### src/design/wgs_pkg.sv
// wgs_pkg: shared constants and types for the wave grid stencil step unit
// no dependencies
`timescale 1ns / 1ps

package wgs_pkg;

  localparam int GRID_WIDTH_DEF  = 256;
  localparam int GRID_HEIGHT_DEF = 256;

  localparam int CMD_W   = 2;
  localparam int COORD_W = 8;
  localparam int Q_W     = 24;
  localparam int SPD_W   = 13;

  localparam logic [SPD_W-1:0] SPD_ONE   = 13'd4096;
  localparam logic [SPD_W-1:0] SPD_RESET = 13'd1024;

  localparam logic [CMD_W-1:0] CMD_WRITE  = 2'd0;
  localparam logic [CMD_W-1:0] CMD_STEP   = 2'd1;
  localparam logic [CMD_W-1:0] CMD_READ   = 2'd2;
  localparam logic [CMD_W-1:0] CMD_UNUSED = 2'd3;

  // controller to datapath
  typedef struct packed {
    logic clr;       // clearing pass write
    logic host_wr;   // cell write request accepted
    logic rd_latch;  // capture cell address of a read
    logic rd_load;   // load the result register
    logic strm;      // sweep read issued this cycle
    logic ctr_ok;    // sweep index has a center cell
    logic interior;  // that center is in an interior row
  } wgs_cmd_t;

  // datapath to controller
  typedef struct packed {
    logic out_free;
  } wgs_sts_t;

endpackage

### src/design/wgs_ctrl.sv
// wgs_ctrl: request sequencer, clearing pass, sweep and drain counting
// depends on wgs_pkg
`timescale 1ns / 1ps

module wgs_ctrl
  import wgs_pkg::*;
#(
  parameter int GRID_WIDTH  = GRID_WIDTH_DEF,
  parameter int GRID_HEIGHT = GRID_HEIGHT_DEF,
  localparam int CELLS = GRID_WIDTH * GRID_HEIGHT,
  localparam int JW    = $clog2(CELLS + GRID_WIDTH)
) (
  input  logic             clk,
  input  logic             rst_n,
  input  logic             in_valid,
  input  logic [CMD_W-1:0] in_command,
  output logic             in_ready,
  input  wgs_sts_t         sts,
  output wgs_cmd_t         cmd,
  output logic [JW-1:0]    cnt
);

  localparam logic [2:0] S_CLEAR    = 3'd0;
  localparam logic [2:0] S_IDLE     = 3'd1;
  localparam logic [2:0] S_RD_ISSUE = 3'd2;
  localparam logic [2:0] S_RD_WAIT  = 3'd3;
  localparam logic [2:0] S_STEP     = 3'd4;
  localparam logic [2:0] S_DRAIN    = 3'd5;

  localparam int DRAIN_LEN = 8;

  logic [2:0]    state_r, state_nxt;
  logic [JW-1:0] cnt_r, cnt_nxt;

  assign cnt      = cnt_r;
  assign in_ready = (state_r == S_IDLE);

  always_comb begin
    state_nxt    = state_r;
    cnt_nxt      = cnt_r;
    cmd          = '0;
    cmd.ctr_ok   = (cnt_r >= JW'(GRID_WIDTH));
    cmd.interior = (cnt_r >= JW'(2 * GRID_WIDTH)) && (cnt_r < JW'(CELLS));
    unique case (state_r)
      S_CLEAR: begin
        cmd.clr = 1'b1;
        cnt_nxt = cnt_r + 1'b1;
        if (cnt_r == JW'(CELLS - 1)) begin
          cnt_nxt   = '0;
          state_nxt = S_IDLE;
        end
      end
      S_IDLE: begin
        if (in_valid) begin
          case (in_command)
            CMD_WRITE: cmd.host_wr = 1'b1;
            CMD_STEP: begin
              cnt_nxt   = '0;
              state_nxt = S_STEP;
            end
            CMD_READ: begin
              cmd.rd_latch = 1'b1;
              state_nxt    = S_RD_ISSUE;
            end
            default: ;
          endcase
        end
      end
      S_RD_ISSUE: state_nxt = S_RD_WAIT;
      S_RD_WAIT: begin
        if (sts.out_free) begin
          cmd.rd_load = 1'b1;
          state_nxt   = S_IDLE;
        end
      end
      S_STEP: begin
        cmd.strm = 1'b1;
        cnt_nxt  = cnt_r + 1'b1;
        if (cnt_r == JW'(CELLS + GRID_WIDTH - 1)) begin
          cnt_nxt   = '0;
          state_nxt = S_DRAIN;
        end
      end
      S_DRAIN: begin
        cnt_nxt = cnt_r + 1'b1;
        if (cnt_r == JW'(DRAIN_LEN - 1)) begin
          cnt_nxt   = '0;
          state_nxt = S_IDLE;
        end
      end
      default: state_nxt = S_IDLE;
    endcase
  end

  always_ff @(posedge clk) begin
    if (!rst_n) begin
      state_r <= S_CLEAR;
      cnt_r   <= '0;
    end else begin
      state_r <= state_nxt;
      cnt_r   <= cnt_nxt;
    end
  end

endmodule

### config.mk
export PLATFORM = sky130hd
export DESIGN_NAME = wgs_ctrl
export DESIGN_NICKNAME = d
export VERILOG_FILES = /design/src/design/wgs_pkg.sv /design/src/design/wgs_ctrl.sv
export SDC_FILE = /design/constraint.sdc
export NUM_CORES = 1
export LEC_CHECK = 0
export ABC_CLOCK_PERIOD_IN_PS = 2140
export BUFFER_PORTS_ARGS = -buffer_cell sky130_fd_sc_hd__buf_2
export CAP_MARGIN = 20
export CORE_ASPECT_RATIO = 2
export CORE_MARGIN = 4
export CORE_UTILIZATION = 47
export CTS_CLUSTER_SIZE = 24
export DETAILED_ROUTE_END_ITERATION = 10
export PLACE_DENSITY = 0.75
export SETUP_SLACK_MARGIN = 0.15
export SKIP_LAST_GASP = 1
export SYNTH_ARGS = -nofsm -noshare
export SYNTH_HDL_FRONTEND = slang
export SYNTH_SLANG_ARGS = --single-unit
### constraint.sdc
create_clock -name clk -period 2.14 [get_ports clk]
set_input_delay 0.214 -clock clk [delete_from_list [all_inputs] [get_ports clk]]
set_output_delay 0.214 -clock clk [all_outputs]
set_load 0.02 [all_outputs]
# Word level (Yosys, flattened, before mapping)
# Index checks and enable logic that the tools add are counted.
word_totals:
  inputBits: 6
  word_cells: 50
  register_bits: 20
op_classes:
  n_addsub: 1
  eq_ne: 17
  n_lt_le_gt_ge: 3
  mux: 21
  reduce_logical: 6
op_table:
  columns: ["operator", "n"]
  rows:
  - ["2-to-1 mux 17 bit", 5]
  - ["case mux 17 bit (4 select lines)", 1]
  - ["case mux 3 bit (6 select lines)", 1]
  - ["adder 17 x 1 -> 17 bit (second input constant)", 1]
  - ["equality test 17 x 16 -> 1 bit (second input constant)", 1]
  - ["equality test 17 bit (second input constant)", 1]
  - ["equality test 17 x 3 -> 1 bit (second input constant)", 1]
  - ["greater-or-equal comparator 17 x 10 -> 1 bit (second input constant)", 1]
  - ["greater-or-equal comparator 17 x 9 -> 1 bit (second input constant)", 1]
  - ["< comparator 17 bit (second input constant)", 1]
  - ["2-to-1 mux 3 bit", 5]
  - ["inequality test 2 bit (second input constant)", 5]
  - ["equality test 3 x 2 -> 1 bit (second input constant)", 2]
  - ["equality test 3 bit (second input constant)", 2]
  - ["2-to-1 mux 1 bit", 6]
  - ["case mux 3 bit (2 select lines)", 1]
  - ["AND reduction 6 bit", 1]
  - ["2-to-1 mux 2 bit", 2]
  - ["nonzero test 4 bit", 1]
  - ["equality test 3 x 1 -> 1 bit (second input constant)", 1]
  - ["zero test 3 bit", 1]
  - ["inequality test 3 x 1 -> 1 bit (second input constant)", 1]
  - ["AND reduction 3 bit", 1]
  - ["equality test 2 x 1 -> 1 bit (second input constant)", 1]
  - ["other kinds (4)", 4]

# Depth between registers and ports, before layout
# Gate-level depths: netlist (run 1).
logic_depth:
  ltp_word: 4
  ltp_mapped: 10
  mapped_depth_nobuf: 10

# Worst setup path after synthesis (run 1)
# OpenSTA, ideal clock, no wires.
synth_timing:
  path_kind: "reg-to-reg"
  startpoint: "register cnt_r[4] (netlist: cnt[4])"
  endpoint: "register state_r[1]"
  slack_ns: -0.128
  t_required_ns: 2.025
  setup_ns: 0.115
  path_stages_with_launch: 11
  t_arrival_ns: 2.153
  path_buffers: 0
  path_cell_list: "dfxtp_1 > and4_1 > nand4_1 > nor2_1 > and4_1 > ha_1 > nor2_1 > a21oi_1 > nor3_1 > o41a_1 > o21a_1"
synth_via:
  elab_chain_len: 3
  elab_cells_between_ends: 7
  classes_between: "eq/ne: 6; reduce/logical: 1"
synth_lines:
  columns: ["element", "line", "source"]
  rows:
  - ["from (decl)", "wgs_ctrl.sv:33", "logic [JW-1:0] cnt_r, cnt_nxt;"]
  - ["from (signal assigned)", "wgs_ctrl.sv:101", "cnt_r <= cnt_nxt;"]
  - ["equality test 17 x 3 -> 1 bit (tied with other cells)", "wgs_ctrl.sv:86", "if (cnt_r == JW'(DRAIN_LEN - 1)) begin"]
  - ["inequality test 2 bit (no source line)", null, null]
  - ["AND reduction 6 bit (no source line) *", null, null]
  - ["to (signal assigned)", "wgs_ctrl.sv:100", "state_r <= state_nxt;"]
  - ["to (decl)", "wgs_ctrl.sv:32", "logic [2:0] state_r, state_nxt;"]
# Every way passes the cells marked *; elsewhere a longest branch is shown, timed or not.
# A chain may end at the register's enable or synchronous reset.

# Worst setup path after layout (run 1)
layout_timing:
  startpoint: "register cnt_r[7] (netlist: cnt[7])"
  endpoint: "register cnt_r[3] (netlist: cnt[3])"
layout_via:
  elab_chain_len: 3
  elab_cells_between_ends: 7
  classes_between: "eq/ne: 3; mux: 4"
layout_lines:
  columns: ["element", "line", "source"]
  rows:
  - ["equality test 17 x 3 -> 1 bit (tied with other cells)", "wgs_ctrl.sv:86", null]
  - ["2-to-1 mux 17 bit, on equally long branches", "wgs_ctrl.sv:86, wgs_ctrl.sv:79, wgs_ctrl.sv:48", null]
  - ["case mux 17 bit (4 select lines) *", "wgs_ctrl.sv:44", "unique case (state_r)"]
# Marks and branches as above.

==> summary.txt, run 1 <==
STA
  • Final Setup Violations: 0
  • Shortest period the worst path allows: about 2.1 ns
  • Final Hold Fails: 0
  • Fin crit share: 97.7%
  • Worst slew pin tran: around 0.53 ns
  • Peak Freq: 478 MHz
  • Final Max Slew Viols: 0
  • RSZ-0062 raised after global routing: true
  • Slew HR: 64.2%
  • Skew final: 0.00344 ns

Detailed routing
  • WL final: between 3 and 4 mm
  • Initial DRC Count: 57
  • Post-DR vias/cell: 5.86
  • Drt pass-1 iters: 4
  • Antenna Nets Post-Route: 0
  • Via count: 1318
  • DR WL/cell: between 15 and 20 um
  • DRC viols: 0

Layout
  • Fin area: 1670 um^2
  • Ant. Diodes: 0
  • Nets: 209
  • Share of layout cells above drive strength 1: around two fifths
  • Area delta synth->final: 32.7%

Floorplan
  • CORE AREA: approximately 2600 um^2
  • Die Y: 81.2 um
  • Placement row count: 26
  • Initial core utilization: between 40% and 50%
  • I/O pins: 31
  • Full die area: 3620 um^2
  • Die X: about 45 um

Power and ir drop
  • Logic pwr share: 8.9%
  • PD cells: about 440 nW/um^2
  • Clk pwr share: 39.8%
  • Psw: around 0.17 mW
  • Peak supply drop: 0.375 mV
  • Internal cell power: approximately 0.56 mW
  • Switching share of power: 23.1%
  • Pwr Total: 0.733 mW
  • Leakage: 0.734 nW
  • Sequential power share: between 50% and 60%

Placement
  • GPL Wtd Cong: 0.855
  • IO buf count: 30
  • Post-placement cell area: 1500 um^2
  • DP Wirelength: between 2 and 3 mm

GRT
  • Vias in the first global route: roughly 1300
  • M3 GR Usage: between 2 and 2.5%
  • Global Route Usage Sum: a little over a fifth
  • Busiest grt layer: met2
  • Met1 usage: 20.2%
  • GR Util met2: 39.3%
  • First-pass GRT wire length: approximately 5.7 mm
  • Grt ovf: 0
  • Largest net degree at the start of global routing: 14
  • Initial antenna violation count: 0

Synthesis
  • Syn Nets: 159
  • Synthesized cell area: 1260 um^2
  • Post-synth EDFFs: 0
  • Cells after Synth: 148
  • Syn Area/Cell: ~8.5 um^2
  • Ys flop type: dfxtp_1
  • Synth warn: 0
  • Post-synthesis sequential element count: 20
  • Synth cell types: 41
  • Async S/R FF share, synth: 0%
  • Part of the Yosys area used for sequential elements: between 30% and 40%

Clock tree
  • CTS tree: yes
  • Inserted Clock Buffers: 3
  • CTS Root Cell: clkbuf_8
  • H-tree depth: 1
  • Worst-skew pair later-pin latency: 0.26 ns
  • CTS sink count: 20
  • Clock Tree Buf Depth: 2
  • CTS Hold Bufs: 0
  • Clock transition at path regs: 0.07 ns

Critical path
  • Critical Path RT: 2.30 ns
  • Worst-path maximum fanout: 6
  • Crit Path Class: flop to flop
  • Critical Path AT: between 2 and 2.5 ns
  • Setup crit start kind: flop
  • Crit end category: flop

Flow run
  • Maxcap violations: 0

Outcome
  • Status: finished, final reports clean

Min path
  • Tightest Hold Check Type: primary input to flop
[cell type report]
cell class / instances / area (um^2)
Inverter: 7 / 26.3
Multi-Input combinational cell: 118 / 836
Sequential cell: 20 / 428
Fill cell: 226 / 901
Clock buffer: 4 / 55.1
Tap cell: 28 / 35.0
Timing Repair Buffer: 48 / 289
[what timing repair did]
item,CTS,global route
cloned,0,1
endpoints found under the setup margin,12,18
pin swaps,1,4
setup buffers,6,4
resized for setup,3,10
[cell usage after synthesis (2+ instances only)]
master    number  area share [%]
nor2_1        23             6.9
dfxtp_1       20              32
nand2_1       11             3.3
a21oi_1        8             3.2
xnor2_1        8             5.6
inv_1          7             2.1
nor3_1         7             2.8
xor2_1         6             4.2
ha_1           5             5.0
nand3_1        4             1.6
nand4_1        4             2.0
and2_1         3             1.5
and3_1         3             1.5
and4_1         3             2.1
nor3b_1        3             1.8
and4b_1        2             1.6
buf_6          2             1.8
nand2b_1       2            0.99
nor4_1         2            0.99
o21a_1         2             1.2
o21ai_0        2            0.80
o311ai_0       2             1.4
[placed cells by master, fill, tap and decap left out, types with 2 or more instances in the layout]
cell type  netlist  final
nand3_1          4      4
and4_1           3      2
buf_2            0     30
nand2_1         11     11
nor3_1           7      5
dfxtp_2          0      7
buf_4            0     17
nor2_1          23     22
a21oi_1          8      6
nand2b_1         2      2
a21oi_2          0      2
xnor2_1          8      8
nor4_1           2      2
o21ai_0          2      2
nand4_1          4      4
dfxtp_1         20      8
clkbuf_8         0      4
inv_1            7      7
and2_1           3      3
ha_1             5      4
and4b_1          2      2
and3_1           3      3
dfxtp_4          0      5
nor3b_1          3      3
xor2_1           6      6
o311ai_0         2      2
nor3_2           0      2
[worst paths after layout]
| path | start | end | slack [ns] | depth (start not counted) |
|---|---|---|---|---|
| max reg2reg | cnt[7] | cnt[3] | 0.05 | 10 |
| max | cnt[7] | cnt[3] | 0.05 | 10 |
| min | rst_n | state_r[1] | 0.24 | 2 |
| min reg2reg | cnt[10] | cnt[10] | 0.56 | 2 |
[metal layers]
| layer | part of all wire, % | vias to the layer above |
|---|---|---|
| li1 | - | 631 |
| met1 | 35 | 621 |
| met2 | 55 | 49 |
| met3 | 5.4 | 17 |
| met4 | 4.8 | 0 |
| met5 | 0 | - |
[power by group through the flow]
| stage | clock network (mW) | logic (mW) | registers (mW) |
|---|---|---|---|
| 3_3_place_gp | 0 | 0.0599 | 0.385 |
| 5_1_grt | 0.311 | 0.0723 | 0.376 |
| 6_report | 0.292 | 0.0651 | 0.376 |
| 4_1_cts | 0.295 | 0.0623 | 0.377 |
| 3_5_place_dp | 0 | 0.0619 | 0.386 |
| 2_1_floorplan | 0 | 0.0243 | 0.395 |
[state kept, by name (all words and copies together), names as in the netlist]
| name | cells |
|---|---|
| cnt | 17 |
| state_r | 3 |
[metrics by stage]
step	hold WS [ns]	setup WS [ns]	utilization, %	instances	setup TNS, ns
after floorplan	0.331	0.0745	-	148	0
after global placement	0.503	0.134	58.3	210	0
after detailed placement	0.514	0.0124	58.3	210	0
after CTS	0.237	0.0587	62.5	220	0
after global routing	0.235	-0.0407	64.9	225	-0.238
final	0.237	0.0499	64.9	225	0
[logic make-up (layout without fill, tap and decap cells)]
| kind of cell | after synthesis | in the layout | synth area share [%] |
|---|---|---|---|
| fa+ha+maj | 5 | 5 | 4.98 |
| buf+inv | 10 | 59 | 4.18 |
| compound gates | 23 | 23 | 15.4 |
| xor+xnor | 14 | 14 | 9.75 |
| simple gates | 76 | 76 | 33.8 |
| flops | 20 | 20 | 31.8 |
[critical path, stage by stage, from the launching register on]
cell and delay (ns):
dfxtp_4 0.34, and4_4 0.23, nand4_1 0.12, nor2_1 0.11
and4_1 0.22, ha_2 0.18, buf_4 0.12, nor2_4 0.05
o41ai_4 0.35, buf_4 0.22, nor2_1 0.05
Power figures use the tool's default switching activity.
==> run 2, diff against run 1 <==
- RECOVER_POWER: unset -> 50
==> summary.txt, run 2 (same netlist as run 1, synthesis figures left out) <==
Floorplan
  • CORE AREA: 2570 um^2 (unchanged)
  • Full die area: 3620 um^2 (unchanged)
  • Initial core utilization: 48.9% (unchanged)
  • Die Y: 81.2 um (unchanged)
  • Die X: 44.6 um (unchanged)
  • I/O pins: 31 (unchanged)
  • Placement row count: 26 (unchanged)

Clock tree
  • Clock transition at path regs: 0.07 ns (about the same)
  • CTS sink count: 20 (unchanged)
  • H-tree depth: 1 (unchanged)
  • CTS Hold Bufs: 0 (unchanged)
  • Clock Tree Buf Depth: 2 (unchanged)
  • Inserted Clock Buffers: 3 (unchanged)
  • CTS tree: yes (unchanged)
  • CTS Root Cell: clkbuf_8 (unchanged)
  • Worst-skew pair later-pin latency: 0.26 ns (about the same)

Detailed routing
  • DR WL/cell: 16.0 um (about the same)
  • Initial DRC Count: 57 (unchanged)
  • WL final: 3.59 mm (about the same)
  • Via count: 1317 (was 1318)
  • Drt pass-1 iters: 4 (unchanged)
  • Antenna Nets Post-Route: 0 (unchanged)
  • Post-DR vias/cell: 5.85 (was 5.86)
  • DRC viols: 0 (unchanged)

Layout
  • Multi-input logic area: 836 um^2 (unchanged)
  • Fin util: 64.8% (was 64.9%)
  • Ant. Diodes: 0 (unchanged)
  • Layout fillers: 228 (was 226)
  • Number of flip-flops in the largest register: 17 (unchanged)
  • Share of layout cells above drive strength 1: 38.1% (was 39.1%)
  • Most common cell after layout, fill and taps aside: buf_2 (unchanged)
  • Reg area: 428 um^2 (unchanged)
  • Area delta synth->final: 32.5% (was 32.7%)
  • Nets: 209 (unchanged)
  • Most frequent cells in the layout: 28 x buf_2, 22 x nor2_1, 17 x buf_4 (was 30 x buf_2, 22 x nor2_1, 17 x buf_4)

STA
  • Final setup margin: 0.0507 ns (was 0.0499 ns)
  • Final Setup Violations: 0 (unchanged)
  • Skew final: 0.00344 ns (unchanged)
  • RSZ-0062 raised after global routing: true (unchanged)
  • Fin crit share: 97.6% (was 97.7%)
  • Peak Freq: 479 MHz (was 478 MHz)
  • Shortest period the worst path allows: 2.09 ns (about the same)
  • Slew HR: 64.2% (unchanged)
  • Final Max Slew Viols: 0 (unchanged)
  • Worst slew pin tran: 0.530 ns (unchanged)
  • Final Hold Fails: 0 (unchanged)

GRT
  • Grt ovf: 0 (unchanged)
  • First-pass GRT wire length: 5.70 mm (unchanged)
  • Initial antenna violation count: 0 (unchanged)
  • Vias in the first global route: 1301 (unchanged)
  • Global Route Usage Sum: 20.8% (unchanged)
  • Largest net degree at the start of global routing: 14 (unchanged)

Critical path
  • Cell Chain, Critical Path: and4_4 -> nand4_1 -> nor2_1 -> and4_1 -> ha_2 -> buf_4 -> nor2_4 -> o41ai_4 -> buf_4 -> nor2_1 (unchanged)
  • Setup crit start kind: flop (unchanged)
  • Crit end category: flop (unchanged)
  • Critical Path AT: 2.25 ns (about the same)
  • CP max stage delay: 0.35 ns (about the same)
  • Slowest CP cell: o41ai_4 (unchanged)
  • Crit Path Class: flop to flop (unchanged)
  • Worst-path maximum fanout: 6 (unchanged)
  • Critical Path RT: 2.30 ns (about the same)

Power and ir drop
  • Leakage: 0.725 nW (was 0.734 nW)
  • Switching share of power: 23.1% (about the same)
  • Peak supply drop: 0.375 mV (about the same)
  • Clk pwr share: 39.8% (about the same)
  • Internal cell power: 0.563 mW (about the same)
  • Sequential power share: 51.3% (about the same)
  • Psw: 0.170 mW (about the same)
  • Logic pwr share: 8.9% (about the same)
  • Pwr Total: 0.733 mW (about the same)
  • PD cells: 440 nW/um^2 (was 439 nW/um^2)

Flow run
  • Maxcap violations: 0 (unchanged)

Placement
  • DP Wirelength: 2.57 mm (unchanged)
  • IO buf count: 30 (unchanged)
  • GPL Wtd Cong: 0.855 (unchanged)
  • Pre-CTS setup slack: 0.0124 ns (unchanged)

Min path
  • Tightest Hold Check Type: primary input to flop (unchanged)

Outcome
  • Status: finished, final reports clean (unchanged)
## run 2: cell types whose count changed in the layout (fill, tap and decap cells not counted), sizes merged
cell	delta
clkbuf	+2
buf	-2
## run 2: power by group through the flow
stage / clock, mW / combinational [mW] / sequential, mW
after floorplan: 0 / 0.0243 / 0.395
after global placement: 0 / 0.0599 / 0.385
after detailed placement: 0 / 0.0619 / 0.386
after CTS: 0.295 / 0.0623 / 0.377
after global routing: 0.311 / 0.0722 / 0.376
final: 0.292 / 0.0650 / 0.376
## run 2: metal layers
layer	global-route usage (%)	share of wire [%]	vias up
met5	0	0	-
met4	12.1	4.8	0
met3	2.44	5.5	17
met2	39.3	55	49
met1	20.2	35	620
li1	-	-	631
## run 2: final timing paths
kind | depth (start not counted) | from | slack [ns] | to
setup reg to reg | 10 | cnt[7] | 0.05 | cnt[3]
hold / removal | 2 | rst_n | 0.24 | state_r[1]
hold reg to reg | 2 | cnt[10] | 0.56 | cnt[10]
setup / recovery | 10 | cnt[7] | 0.05 | cnt[3]
## run 2: critical path, delay by kind of cell, from the launching register on
| family | cells | cell delay [ns] |
|---|---|---|
| buffers and inverters | 2 | 0.34 |
| AOI/OAI and AO/OA | 1 | 0.35 |
| and+or+nand+nor | 6 | 0.78 |
| adders and majority gates | 1 | 0.18 |
| DFF | 1 | 0.34 |
## run 2: through the flow
| stage | setup TNS, ns | cell area, um^2 | std cells | hold slack (ns) |
|---|---|---|---|---|
| detailed placement | 0 | 1500 | 210 | 0.514 |
| global placement | 0 | 1500 | 210 | 0.503 |
| global route | -0.238 | 1670 | 225 | 0.235 |
| finish | 0 | 1670 | 225 | 0.237 |
| CTS | 0 | 1610 | 220 | 0.237 |
| floorplan | 0 | 1290 | 148 | 0.331 |
## run 2: what timing repair did
action                                  4_1_cts  5_1_grt
endpoints found under the setup margin       12       18
resized for setup                             3       10
gates cloned                                  0        1
setup buffers                                 6        4
pin swaps                                     1        4
## run 2: cell type report
cell class / instances / area share, %
multi-input cells: 118 / 50.2
flip-flops and latches: 20 / 25.7
repair buffers: 48 / 17.2
clock buffers: 4 / 3.30
well taps: 28 / 2.10
inverters: 7 / 1.58
